## src/design/vp9rtp_pkg.sv

```systemverilog
// ----------------------------------------------------------------------------
// vp9rtp_pkg
// Shared types, flag positions and helpers for the VP9 RTP descriptor parser.
// ----------------------------------------------------------------------------
package vp9rtp_pkg;

	// Where the parser stands inside the payload descriptor.
	typedef enum logic [3:0] {
		PH_FLAGS   = 4'd0,
		PH_PID1    = 4'd1,
		PH_PID2    = 4'd2,
		PH_LAYER   = 4'd3,
		PH_TL0     = 4'd4,
		PH_REF     = 4'd5,
		PH_SS      = 4'd6,
		PH_SIZES   = 4'd7,
		PH_NG      = 4'd8,
		PH_GROUP   = 4'd9,
		PH_DIFFS   = 4'd10,
		PH_PAYLOAD = 4'd11
	} phase_t;

	// Descriptor sections, in the order in which they may appear.
	typedef enum logic [1:0] {
		SEC_PID   = 2'd0,
		SEC_LAYER = 2'd1,
		SEC_REF   = 2'd2,
		SEC_SS    = 2'd3
	} section_t;

	// Stored flags are the flags byte shifted right by one.
	typedef logic [6:0] flags_t;

	localparam int unsigned FL_I = 6;
	localparam int unsigned FL_P = 5;
	localparam int unsigned FL_L = 4;
	localparam int unsigned FL_F = 3;
	localparam int unsigned FL_B = 2;
	localparam int unsigned FL_V = 0;

	// Most reference-diff bytes that one descriptor may chain.
	localparam logic [1:0] MAX_REFS = 2'd3;

	// First section at or after sec that the flags say is present.
	function automatic phase_t phase_from(input section_t sec, input flags_t f);
		phase_t ph;
		if (sec == SEC_PID && f[FL_I]) begin
			ph = PH_PID1;
		end else if ((sec == SEC_PID || sec == SEC_LAYER) && f[FL_L]) begin
			ph = PH_LAYER;
		end else if (sec != SEC_SS && f[FL_P] && f[FL_F]) begin
			ph = PH_REF;
		end else if (f[FL_V]) begin
			ph = PH_SS;
		end else begin
			ph = PH_PAYLOAD;
		end
		return ph;
	endfunction

endpackage

```

## src/design/vp9_rtp_descriptor_parser.sv

```systemverilog
// ----------------------------------------------------------------------------
// vp9_rtp_descriptor_parser
// Strips the VP9 RTP payload descriptor from a byte stream and tags the
// remaining bytes as payload, with frame begin, frame end and error marks.
// ----------------------------------------------------------------------------
//
//  Channel | Handshake           | Fields
//  --------+---------------------+--------------------------------------------
//  in      | in_valid / in_ready | data_byte, first_byte, last_byte, marker_bit
//  out     | out_valid/out_ready | out_byte, is_payload, frame_begin,
//          |                     | frame_end, packet_error, end_of_packet
//
// Each accepted request yields exactly one registered result. A new request can
// be taken in every cycle unless a held result stalls it: the parse state and
// result register are written at the accepting edge, so throughput is one byte
// per clock. arst_n clears the parse state and the result valid flag; the first
// byte after reset is taken as a flags byte. While a result is held with
// out_ready low, in_ready drops and the input side waits; no result is ever lost.
//
module vp9_rtp_descriptor_parser (
	input  logic       clk,
	input  logic       arst_n,
	input  logic       in_valid,
	output logic       in_ready,
	input  logic [7:0] data_byte,
	input  logic       first_byte,
	input  logic       last_byte,
	input  logic       marker_bit,
	output logic       out_valid,
	input  logic       out_ready,
	output logic [7:0] out_byte,
	output logic       is_payload,
	output logic       frame_begin,
	output logic       frame_end,
	output logic       packet_error,
	output logic       end_of_packet
);
	import vp9rtp_pkg::*;

	// Parse state, carried from byte to byte within a packet.
	phase_t       phase_q,  phase_d;
	flags_t       flags_q,  flags_d;
	logic [5:0]   skip_q,   skip_d;
	logic [7:0]   groups_q, groups_d;
	logic [1:0]   diffs_q,  diffs_d;
	logic [1:0]   refs_q,   refs_d;
	logic         seen_q,   seen_d;

	// Result register.
	logic         out_valid_q;
	logic [7:0]   out_byte_q;
	logic         pay_q, fb_q, fe_q, err_q, eop_q;

	// Working values for the byte being accepted.
	phase_t       cur_phase;
	phase_t       step_phase;
	logic [1:0]   refs_inc;
	logic [5:0]   skip_dec;
	logic [7:0]   groups_dec;
	logic [1:0]   diffs_dec;
	logic [1:0]   diffs_new;
	logic         pay;
	logic         fb;
	logic         accept;

	// The result register frees up when it is empty or is being drained.
	assign in_ready = !out_valid_q || out_ready;
	assign accept   = in_valid && in_ready;

	// A start mark forces the byte to be read as a flags byte.
	assign cur_phase  = first_byte ? PH_FLAGS : phase_q;
	assign refs_inc   = refs_q + 2'd1;
	assign skip_dec   = skip_q - 6'd1;
	assign groups_dec = groups_q - 8'd1;
	assign diffs_dec  = diffs_q - 2'd1;
	assign diffs_new  = data_byte[3:2];

	// Next parse state for this byte, before the end-of-packet reset.
	always_comb begin
		step_phase = cur_phase;
		flags_d    = flags_q;
		skip_d     = skip_q;
		groups_d   = groups_q;
		diffs_d    = diffs_q;
		refs_d     = refs_q;
		seen_d     = seen_q;
		case (cur_phase)
			PH_PID1: begin
				step_phase = data_byte[7] ? PH_PID2 : phase_from(SEC_LAYER, flags_q);
			end
			PH_PID2: begin
				step_phase = phase_from(SEC_LAYER, flags_q);
			end
			PH_LAYER: begin
				step_phase = flags_q[FL_F] ? phase_from(SEC_REF, flags_q) : PH_TL0;
			end
			PH_TL0: begin
				step_phase = phase_from(SEC_REF, flags_q);
			end
			PH_REF: begin
				refs_d = refs_inc;
				// The chain ends on a clear N bit or after the third diff.
				if (!(data_byte[0] && refs_inc < MAX_REFS)) begin
					step_phase = phase_from(SEC_SS, flags_q);
				end
			end
			PH_SS: begin
				if (data_byte[4]) begin
					skip_d     = {1'b0, data_byte[7:5] + 3'd1, 2'b00} + {data_byte[7:5] == 3'd7, 5'd0};
					step_phase = PH_SIZES;
				end else begin
					step_phase = data_byte[3] ? PH_NG : PH_PAYLOAD;
				end
				// The G flag is kept in the group count until the sizes are skipped.
				diffs_d  = 2'd0;
				groups_d = {7'd0, data_byte[3]};
			end
			PH_SIZES: begin
				skip_d = skip_dec;
				if (skip_dec == 6'd0) begin
					step_phase = (groups_q != 8'd0) ? PH_NG : PH_PAYLOAD;
				end
			end
			PH_NG: begin
				groups_d   = data_byte;
				step_phase = (data_byte != 8'd0) ? PH_GROUP : PH_PAYLOAD;
			end
			PH_GROUP: begin
				diffs_d = diffs_new;
				if (diffs_new != 2'd0) begin
					step_phase = PH_DIFFS;
				end else begin
					groups_d   = groups_dec;
					step_phase = (groups_dec == 8'd0) ? PH_PAYLOAD : PH_GROUP;
				end
			end
			PH_DIFFS: begin
				diffs_d = diffs_dec;
				if (diffs_dec == 2'd0) begin
					groups_d   = groups_dec;
					step_phase = (groups_dec == 8'd0) ? PH_PAYLOAD : PH_GROUP;
				end
			end
			PH_PAYLOAD: begin
				seen_d = 1'b1;
			end
			default: begin
				// Flags byte: start a new descriptor.
				flags_d    = data_byte[7:1];
				seen_d     = 1'b0;
				refs_d     = 2'd0;
				skip_d     = 6'd0;
				groups_d   = 8'd0;
				diffs_d    = 2'd0;
				step_phase = phase_from(SEC_PID, data_byte[7:1]);
			end
		endcase
		phase_d = step_phase;
	end

	// Result flags for this byte.
	always_comb begin
		pay = (cur_phase == PH_PAYLOAD);
		fb  = pay && !seen_q && flags_q[FL_B];
	end

	// Parse state: the last byte of a packet returns everything to reset.
	always_ff @(posedge clk or negedge arst_n) begin
		if (!arst_n) begin
			phase_q  <= PH_FLAGS;
			flags_q  <= '0;
			skip_q   <= '0;
			groups_q <= '0;
			diffs_q  <= '0;
			refs_q   <= '0;
			seen_q   <= 1'b0;
		end else if (accept) begin
			if (last_byte) begin
				phase_q  <= PH_FLAGS;
				flags_q  <= '0;
				skip_q   <= '0;
				groups_q <= '0;
				diffs_q  <= '0;
				refs_q   <= '0;
				seen_q   <= 1'b0;
			end else begin
				phase_q  <= phase_d;
				flags_q  <= flags_d;
				skip_q   <= skip_d;
				groups_q <= groups_d;
				diffs_q  <= diffs_d;
				refs_q   <= refs_d;
				seen_q   <= seen_d;
			end
		end
	end

	// Result valid flag.
	always_ff @(posedge clk or negedge arst_n) begin
		if (!arst_n) begin
			out_valid_q <= 1'b0;
		end else if (accept) begin
			out_valid_q <= 1'b1;
		end else if (out_ready) begin
			out_valid_q <= 1'b0;
		end
	end

	// Result payload; loaded only together with a new request.
	always_ff @(posedge clk) begin
		if (accept) begin
			out_byte_q <= data_byte;
			pay_q      <= pay;
			fb_q       <= fb;
			fe_q       <= last_byte && pay && marker_bit;
			err_q      <= last_byte && !pay;
			eop_q      <= last_byte;
		end
	end

	assign out_valid     = out_valid_q;
	assign out_byte      = out_byte_q;
	assign is_payload    = pay_q;
	assign frame_begin   = fb_q;
	assign frame_end     = fe_q;
	assign packet_error  = err_q;
	assign end_of_packet = eop_q;

	// A packet cannot both end cleanly and end inside its descriptor.
	a_end_excl: assert property (@(posedge clk) disable iff (!arst_n)
		out_valid |-> !(frame_end && packet_error))
		else $error("frame_end and packet_error set together");

	// Frame begin is only ever tagged on a payload byte.
	a_fb_pay: assert property (@(posedge clk) disable iff (!arst_n)
		out_valid && frame_begin |-> is_payload)
		else $error("frame_begin on a descriptor byte");

	// After the last byte of a packet the parser waits for a flags byte.
	a_last_reset: assert property (@(posedge clk) disable iff (!arst_n)
		accept && last_byte |=> phase_q == PH_FLAGS && !seen_q)
		else $error("parse state not cleared after end of packet");

	// A result held under back-pressure stays valid and unchanged.
	a_hold: assert property (@(posedge clk) disable iff (!arst_n)
		out_valid_q && !out_ready |=> out_valid_q && $stable(out_byte_q))
		else $error("held result changed under back-pressure");

endmodule

```

## config.mk

```make
export PLATFORM = sky130hd
export DESIGN_NAME = vp9_rtp_descriptor_parser
export DESIGN_NICKNAME = d
export VERILOG_FILES = /design/src/design/vp9rtp_pkg.sv /design/src/design/vp9_rtp_descriptor_parser.sv
export SDC_FILE = /design/constraint.sdc
export NUM_CORES = 1
export LEC_CHECK = 0
export BUFFER_PORTS_ARGS = -buffer_cell sky130_fd_sc_hd__buf_2
export CORE_UTILIZATION = 29
export DETAILED_ROUTE_END_ITERATION = 12
export GPL_ROUTABILITY_DRIVEN = 0
export PLACE_DENSITY = 0.47
export SLEW_MARGIN = 20
export SYNTH_ARGS = -nofsm -noshare
export SYNTH_HDL_FRONTEND = slang
export SYNTH_SLANG_ARGS = --single-unit
export TNS_END_PERCENT = 1
```

## constraint.sdc

```tcl
create_clock -name clk -period 3.4 [get_ports clk]
set_clock_uncertainty 0.05 [all_clocks]
set_input_delay 0.34 -clock clk [delete_from_list [all_inputs] [get_ports clk]]
set_output_delay 0.34 -clock clk [all_outputs]
set_load 0.1 [all_outputs]
```

Word level (Yosys, flattened, before mapping) --
Index checks and enable logic that the tools add are counted.
Cells by class: add/subtract/negate cells 6, $lt $le $gt $ge 1, equal/unequal tests 21, muxes and demuxes 38, reductions and logical operators 32
Operators with widths (number):
- 4-bit two-way mux | 15
- 4-bit case mux with 11 select lines | 1
- 8-bit case mux with 5 select lines | 1
- 6-bit two-way mux | 4
- 8-bit two-way mux | 3
- 10-bit OR reduction | 2
- 6-bit case mux with 3 select lines | 1
- 4-bit by 3-bit equality test with 1-bit output, second input constant | 4
- 4-bit equality test, second input constant | 4
- 8-bit nonzero test | 2
- 2-bit two-way mux | 7
- 2-bit by 1-bit inequality test with 1-bit output, second input constant | 6
- 11-bit OR reduction | 1
- 1-bit logical AND | 9
- 3-bit inequality test, second input constant | 3
- 9-bit OR reduction | 1
- 4-bit by 2-bit equality test with 1-bit output, second input constant | 2
- 8-bit zero test | 1
- 2-bit AND reduction | 4
- 8-bit OR reduction | 1
- 8-bit by 1-bit subtractor with 8-bit output, second input constant | 1
- 7-bit OR reduction | 1
- 5-bit by 6-bit adder with 6-bit output | 1
- 6-bit zero test | 1
- other kinds (17) | 22
Storage, ports and cells: flip-flop bits (word level) 43, input port bits 15, output and inout bits 15, word-level logic and storage cells 112

Longest topological paths before layout --
Gate-level depths: netlist (run 1).
depth after elaboration 6, depth in mapped cells 8

Worst setup path after synthesis (run 1) --
No wires, ideal clock.
path kind register to register, start point register out_valid_q, in the netlist out_valid, end point register diffs_q[1], setup time 0.127 ns, arrival 2.919 ns, setup slack 0.304 ns, stages on the path, launching flop included 6, cells stage by stage dfrtp_1 nand2b_1 nand2_1 inv_1 o31a_1 mux2_1
On the way: longest elaborated chain between the ends 4
Ends and longest elaborated chain:
- from (decl) | line vp9_rtp_descriptor_parser.sv:50 | logic out_valid_q;
- from (signal assigned) | line vp9_rtp_descriptor_parser.sv:201 | out_valid_q <= 1'b0;
- from (signal assigned) | line vp9_rtp_descriptor_parser.sv:203 | out_valid_q <= 1'b1;
- from (signal assigned) | line vp9_rtp_descriptor_parser.sv:205 | out_valid_q <= 1'b0;
- 1-bit zero test | line vp9_rtp_descriptor_parser.sv:67 | assign in_ready = !out_valid_q || out_ready;
- 1-bit logical OR | line vp9_rtp_descriptor_parser.sv:67
- net in_ready | line vp9_rtp_descriptor_parser.sv:24 | output logic in_ready,
- 1-bit logical AND | line vp9_rtp_descriptor_parser.sv:68 | assign accept = in_valid && in_ready;
- net accept | line vp9_rtp_descriptor_parser.sv:64 | logic accept;
- 2-bit AND reduction (no line)
- to (signal assigned) | line vp9_rtp_descriptor_parser.sv:191 | diffs_q <= diffs_d;
- to (decl) | line vp9_rtp_descriptor_parser.sv:45 | logic [1:0] diffs_q, diffs_d;
The timed path passes the listed nets, and every way through them passes these cells. A chain may end at the register's enable or synchronous reset.

Worst setup path in the final report (run 1) --
start point register phase_q[2], end point register phase_q[1]
On the way: longest elaborated chain between the ends 4, elaborated cells between the ends (all ways) 14, classes of those cells 11 x eq/ne; 3 x mux
Ends and longest elaborated chain:
- from (decl) | line vp9_rtp_descriptor_parser.sv:41 | phase_t phase_q, phase_d;
- from (signal assigned) | line vp9_rtp_descriptor_parser.sv:187 | phase_q <= phase_d;
- 4-bit two-way mux (*) | line vp9_rtp_descriptor_parser.sv:71 | assign cur_phase = first_byte ? PH_FLAGS : phase_q;
- 4-bit equality test, or another cell as far along | line vp9_rtp_descriptor_parser.sv:87 | case (cur_phase)
- 4-bit case mux with 11 select lines (*) | line vp9_rtp_descriptor_parser.sv:87
- 4-bit two-way mux (*) | line vp9_rtp_descriptor_parser.sv:178 | if (last_byte) begin
Every way passes the cells marked *; elsewhere a longest branch is shown, timed or not.

==> impl_metrics.toml, run 1 <==
[global_routing]
antenna_found_initial = 0
grt_pass1_vias = 2394
grt_pass1_wl_mm = 13.2
grt_util_all_layers_pct = 16.9
grt_max_degree = 32
globalRouteOverflowTotal = 0

[clock_tree]
ctsRootBufferMaster = "clkbuf_8"
cts_buffer_depth = 2
cts_setup_buffers = 0
hold_buffers = 0
clk_pin_slew_ns = 0.09
h-tree-depth = 2
cts_resized = 0
numCtsBuffers = 5
cts_tree = "built"
cts_sinks = 42
clock_latency_ns = 0.31

[placement]
hpwl_mm = 5.72
portBuffers = 29

[synthesis]
synth_enable_flop_cells = 13
syn_nets = 334
avgSynthCellArea_sq_um = 9.23
yosysSeqAreaShare_pct = 39.0
synthFlopType = "dfrtp_1"
synth_warnings = 0
synth_cells = 310
synthDistinctLibCells = 65
netlist_area_sq_mm = 0.00286
ys_async_sr_fraction_pct = 69.0
synth_seq_cells = 42

[route]
drt_pass1_iterations = 4
highest_layer = "met4"
dr_total_vias = 2553
route.met3.wl_um = 416
drt_drc_violations_left = 0
drt_iter0_markers = 161
ant_nets = 0
drt-wirelength-per-cell_um = 17.6
wirelength_mm = 8.16
wl_met1_mm = 3.87
wl_met2_mm = 3.77
routed_via_density = 5.51

[critical_path]
reg2regPathDepth = 5
crit_path_top_delay_cell = "dfrtp_1"
crit_arrival_ns = 2.78
worst_path_dominant_cell_family = "simple AND/OR/NAND/NOR gates"
worst_r2r_endpoint = "phase_q[1]"
r2r_start = "phase_q[2]"
crit_required_ns = 3.58
path_max_fanout = 31
cp-start-kind = "flop"
crit_type = "flop to flop"
critPathCaptureType = "flop"
r2r_setup_slack_ns = 0.80
slowest_delay_ns = 0.71
crit_cells = 5
critPathBufInv = 0
cp_cell_sequence = "nor3b_1 -> o21ai_1 -> nor4bb_1 -> a41oi_1 -> a31oi_1"

[power_and_ir_drop]
power.net_switching_w = 0.000582
combPwrFrac_pct = 32.2
power.density_mw_per_mm2 = 454
cellInternalPower_w = 0.000873
ir_drop_mv = 0.168
p_leak_nw = 1.30
power_frac_clock_pct = 23.8
swShare_pct = 40.0
p_seq_share_pct = 44.0

[finish]
antenna_cells = 0
nets = 357
area_growth_pct = 12.1
drive_gt1_share_pct = 15.3
utilization_pct = 34.1

[run_status]
status = "complete, no violations"

[timing]
setup_tns_ns = 0
relSlewSlack_pct = 41.9
rsz0062_at_grt = "no"
min_period_ns = 2.60
finalHoldViolCount = 0
maxSlewViolCount = 0
fin_crit_sh_pct = 76.4
fmax_ghz = 0.385
tightest_slew_ns = 0.872
setup_viol = 0

[min_path]
hp-class = "input port to async pin"

[floorplan]
dieHeight_um = 101
pin_count = 30
die_w_um = 101
dieArea_sq_mm = 0.0103
rows = 35
coreArea_sq_mm = 0.00942
start_util_pct = 30.4

[flow_run]
drv_cap = 0
metal layers:
layer,global-route usage (%),up-vias
li1,-,1232
met1,23.5,1234
met2,27.2,80
met3,2.62,7
met4,4.24,0
met5,0,-
cell usage in the layout, fill, tap and decap left out, drive strengths merged, types with 4 or more instances in the layout:
master and count:
a21boi 4, a21oi 15, a22o 15, a22oi 7, buf 33, clkbuf 5, dfrtp 29, edfxtp 13
ha 9, inv 14, nand2 32, nand2b 7, nand3 4, nor2 11, nor2b 7, nor3 9
nor3b 5, nor4 6, o21a 4, o21ai 28, o31ai 4, or3b 5, xnor2 4
area by class of cell:
type,count,area (sq um)
Tap cell,129,161
Sequential cell,42,1120
Timing Repair Buffer,33,175
Inverter,13,48.8
Multi-Input combinational cell,238,1610
Clock inverter,3,23.8
Clock buffer,5,68.8
Fill cell,1001,6210
synth_stat cells, drive strengths merged (5+ instances only):
master	count	area [sq um]
a22o	15	131
nor2b	7	43.8
nor2	11	41.3
a21oi	15	75.1
nor4	6	37.5
edfxtp	13	390
nand2b	7	43.8
ha	9	113
inv	13	48.8
dfrtp	29	726
nor3	9	45.0
nand2	32	120
clkbuf	9	33.8
buf	8	48.8
nor3b	5	37.5
a22oi	7	52.6
o21ai	28	144
or3b	5	46.3
worst reg2reg max path, cell delays in order (launching register included):
cell,delay [ns]
dfrtp_1,0.71
nor3b_1,0.64
o21ai_1,0.42
nor4bb_1,0.35
a41oi_1,0.16
a31oi_1,0.19
cell families after synthesis:
group	after synthesis	share of synthesized area [%]
AO/OA/AOI/OAI	112	28.3
XOR/XNOR	7	2.14
adder cells (fa/ha/maj)	9	3.94
buffers and inverters	30	4.59
flip-flops	42	39.0
multiplexers	2	0.743
AND/OR/NAND/NOR	108	21.3
flip-flops by register name, summed over array words and instances (netlist names), 2 cells and up:
signal	count
diffs_q	2
flags_q	5
groups_q	8
out_byte	8
phase_q	4
refs_q	2
skip_q	6
worst max-delay path by stage:
| stage | from | to |
|---|---|---|
| global placement | phase_q[2] | phase_q[1] |
| detailed placement | phase_q[0] | groups_q[7] |
| finish | phase_q[2] | phase_q[1] |
| global route | phase_q[2] | phase_q[1] |
| floorplan | out_valid | diffs_q[1] |
| CTS | phase_q[0] | groups_q[5] |
power groups by stage:
stage	combinational, W	sequential [W]	clock [W]
after floorplan	0.000334	0.000662	0
after global placement	0.000466	0.000649	0
after detailed placement	0.000465	0.000649	0
after CTS	0.000466	0.000638	0.000357
after global routing	0.000517	0.000649	0.000367
final	0.000469	0.000641	0.000346
stage by stage:
| step | hold slack, ns | instances | setup slack [ns] | power (W) | instance area [sq um] |
|---|---|---|---|---|---|
| final | 0.0362 | 463 | 0.801 | 0.00146 | 3210 |
| after global routing | 0.0934 | 463 | 0.557 | 0.00153 | 3210 |
| after CTS | 0.0612 | 463 | 0.657 | 0.00146 | 3210 |
| after detailed placement | 0.396 | 455 | 0.654 | 0.00111 | 3120 |
| after global placement | 0.396 | 455 | 0.718 | 0.00112 | 3120 |
| after floorplan | -0.00559 | 310 | 0.304 | 0.000996 | 2860 |
Note: power is estimated with default switching activity, not from simulation.
==> run 2, diff against run 1 <==
- clock period: 3.4 -> 2.6 ns (I/O delays scaled with it)
==> run 2 against run 1 <==
  * Die area is the same
  * First-iteration DRC count shrank 18%
  * Non-clock buffer count grew 10
  * Register-to-register slack lost 0.52 ns
  * Sequential cell count is the same
  * Wire length shrank 2.5%
  * Final area grew 2.5%
  * Core utilization grew 0.86 points
==> impl_metrics.toml, run 2 (synthesis gave the netlist of run 1 again) <==
[finish]
final_cell_mix = "32 x nand2_1, 29 x buf_2, 28 x dfrtp_1, 27 x o21ai_0"
antenna_cells = 0
layout_commonest_cell = "nand2_1"
drive_gt1_share_pct = 18.0
regArea_sq_mm = 0.00112
multi_input_area_sq_mm = 0.00162
nets = 367
utilization_pct = 34.9
fill_cells = 991
area_growth_pct = 15.0
instances_no_fill = 473

[critical_path]
slowest_delay_ns = 0.76
r2r_setup_slack_ns = 0.29
critPathCaptureType = "flop"
path_max_fanout = 22
cp-start-kind = "flop"
crit_path_start = "phase_q[1]"
crit_path_top_delay_cell = "dfrtp_1"
reg2regPathDepth = 5
r2r_start = "phase_q[1]"
cp_cell_sequence = "and2b_1 -> o21ai_0 -> nand2_1 -> o211a_1 -> a22o_1"
crit_arrival_ns = 2.47
worstSetupEndpoint = "groups_q[6]"
crit_required_ns = 2.75
worst_r2r_endpoint = "groups_q[6]"
crit_type = "flop to flop"

[route]
ant_nets = 0
wirelength_mm = 7.96
routed_via_density = 5.37
drt_pass1_iterations = 4
drt-wirelength-per-cell_um = 16.8
drt_drc_violations_left = 0
dr_total_vias = 2541
drt_iter0_markers = 132

[placement]
place_ws_ns = 0.335
hpwl_mm = 5.70
portBuffers = 29
dp_cells = 464

[timing]
rsz0062_at_grt = "no"
relSlewSlack_pct = 51.2
min_period_ns = 2.31
maxSlewViolCount = 0
tightest_slew_ns = 0.733
setup_viol = 0
layout_setup_ws_ns = 0.285
setup_tns_ns = 0
fmax_ghz = 0.432
finalHoldViolCount = 0
fin_crit_sh_pct = 89.0

[clock_tree]
cts_resized = 0
clk_pin_slew_ns = 0.10
h-tree-depth = 2
cts_setup_buffers = 0
cts_buffer_depth = 2
numCtsBuffers = 5
cts_sinks = 42
ctsRootBufferMaster = "clkbuf_8"
clock_latency_ns = 0.31
cts_tree = "built"
hold_buffers = 1

[global_routing]
grt_max_degree = 30
globalRouteOverflowTotal = 0
grt_pass1_wl_mm = 13.2
grt_util_all_layers_pct = 16.8
grt_pass1_vias = 2417
antenna_found_initial = 0

[floorplan]
start_util_pct = 30.4
dieHeight_um = 101
rows = 35
dieArea_sq_mm = 0.0103
die_w_um = 101
pin_count = 30
coreArea_sq_mm = 0.00942

[power_and_ir_drop]
ir_drop_mv = 0.226
power.density_mw_per_mm2 = 590
p_leak_nw = 1.34

[run_status]
status = "complete, no violations"

[flow_run]
drv_cap = 0

[min_path]
hp-class = "input port to flop"
==> run 2: how the worst min path moves through the flow <==
stage / end / cells after the start / slack (ns) / start
final: out_valid / 2 / 0.12 / in_valid
after global routing: out_valid / 2 / 0.13 / in_valid
after CTS: out_valid / 2 / 0.12 / in_valid
after detailed placement: refs_q[1] / 1 / 0.32 / arst_n
after global placement: refs_q[1] / 1 / 0.31 / arst_n
after floorplan: diffs_q[0] / 0 / -0.09 / arst_n
==> run 2: area by class of cell <==
class	count	share of cell area (%)
Clock inverter	3	0.723
Clock buffer	5	2.09
Inverter	13	1.48
Tap cell	129	4.91
Sequential cell	42	34.0
Multi-Input combinational cell	238	49.1
Timing Repair Buffer	43	7.68
==> run 2: critical path, delay by kind of cell, from the launching register on <==
family	cells	cell delay [ns]
flip-flops	1	0.76
AND/OR/NAND/NOR	2	0.46
AO/OA/AOI/OAI	3	0.93
==> run 2: where the power goes <==
part	internal [W]	total, W	switching, W	leakage [nW]
clock network	0.000192	0.000456	0.000264	0.0408
registers	0.000730	0.000838	0.000108	0.519
logic	0.000249	0.000646	0.000397	0.783
==> run 2: layer usage <==
layer	vias to the layer above	track usage, %	share of wire (%)
li1	1250	-	-
met1	1215	22.8	47
met2	67	27.2	46
met3	9	3.17	4.9
met4	0	4.79	1.5
met5	-	0	0
==> run 2: metrics by stage <==
stage	hold slack (ns)	total power, W	area (sq um)
after global routing	0.134	0.00205	3290
after CTS	0.117	0.00195	3290
after floorplan	-0.0856	0.00130	2870
after global placement	0.314	0.00149	3190
final	0.123	0.00194	3290
after detailed placement	0.317	0.00149	3190
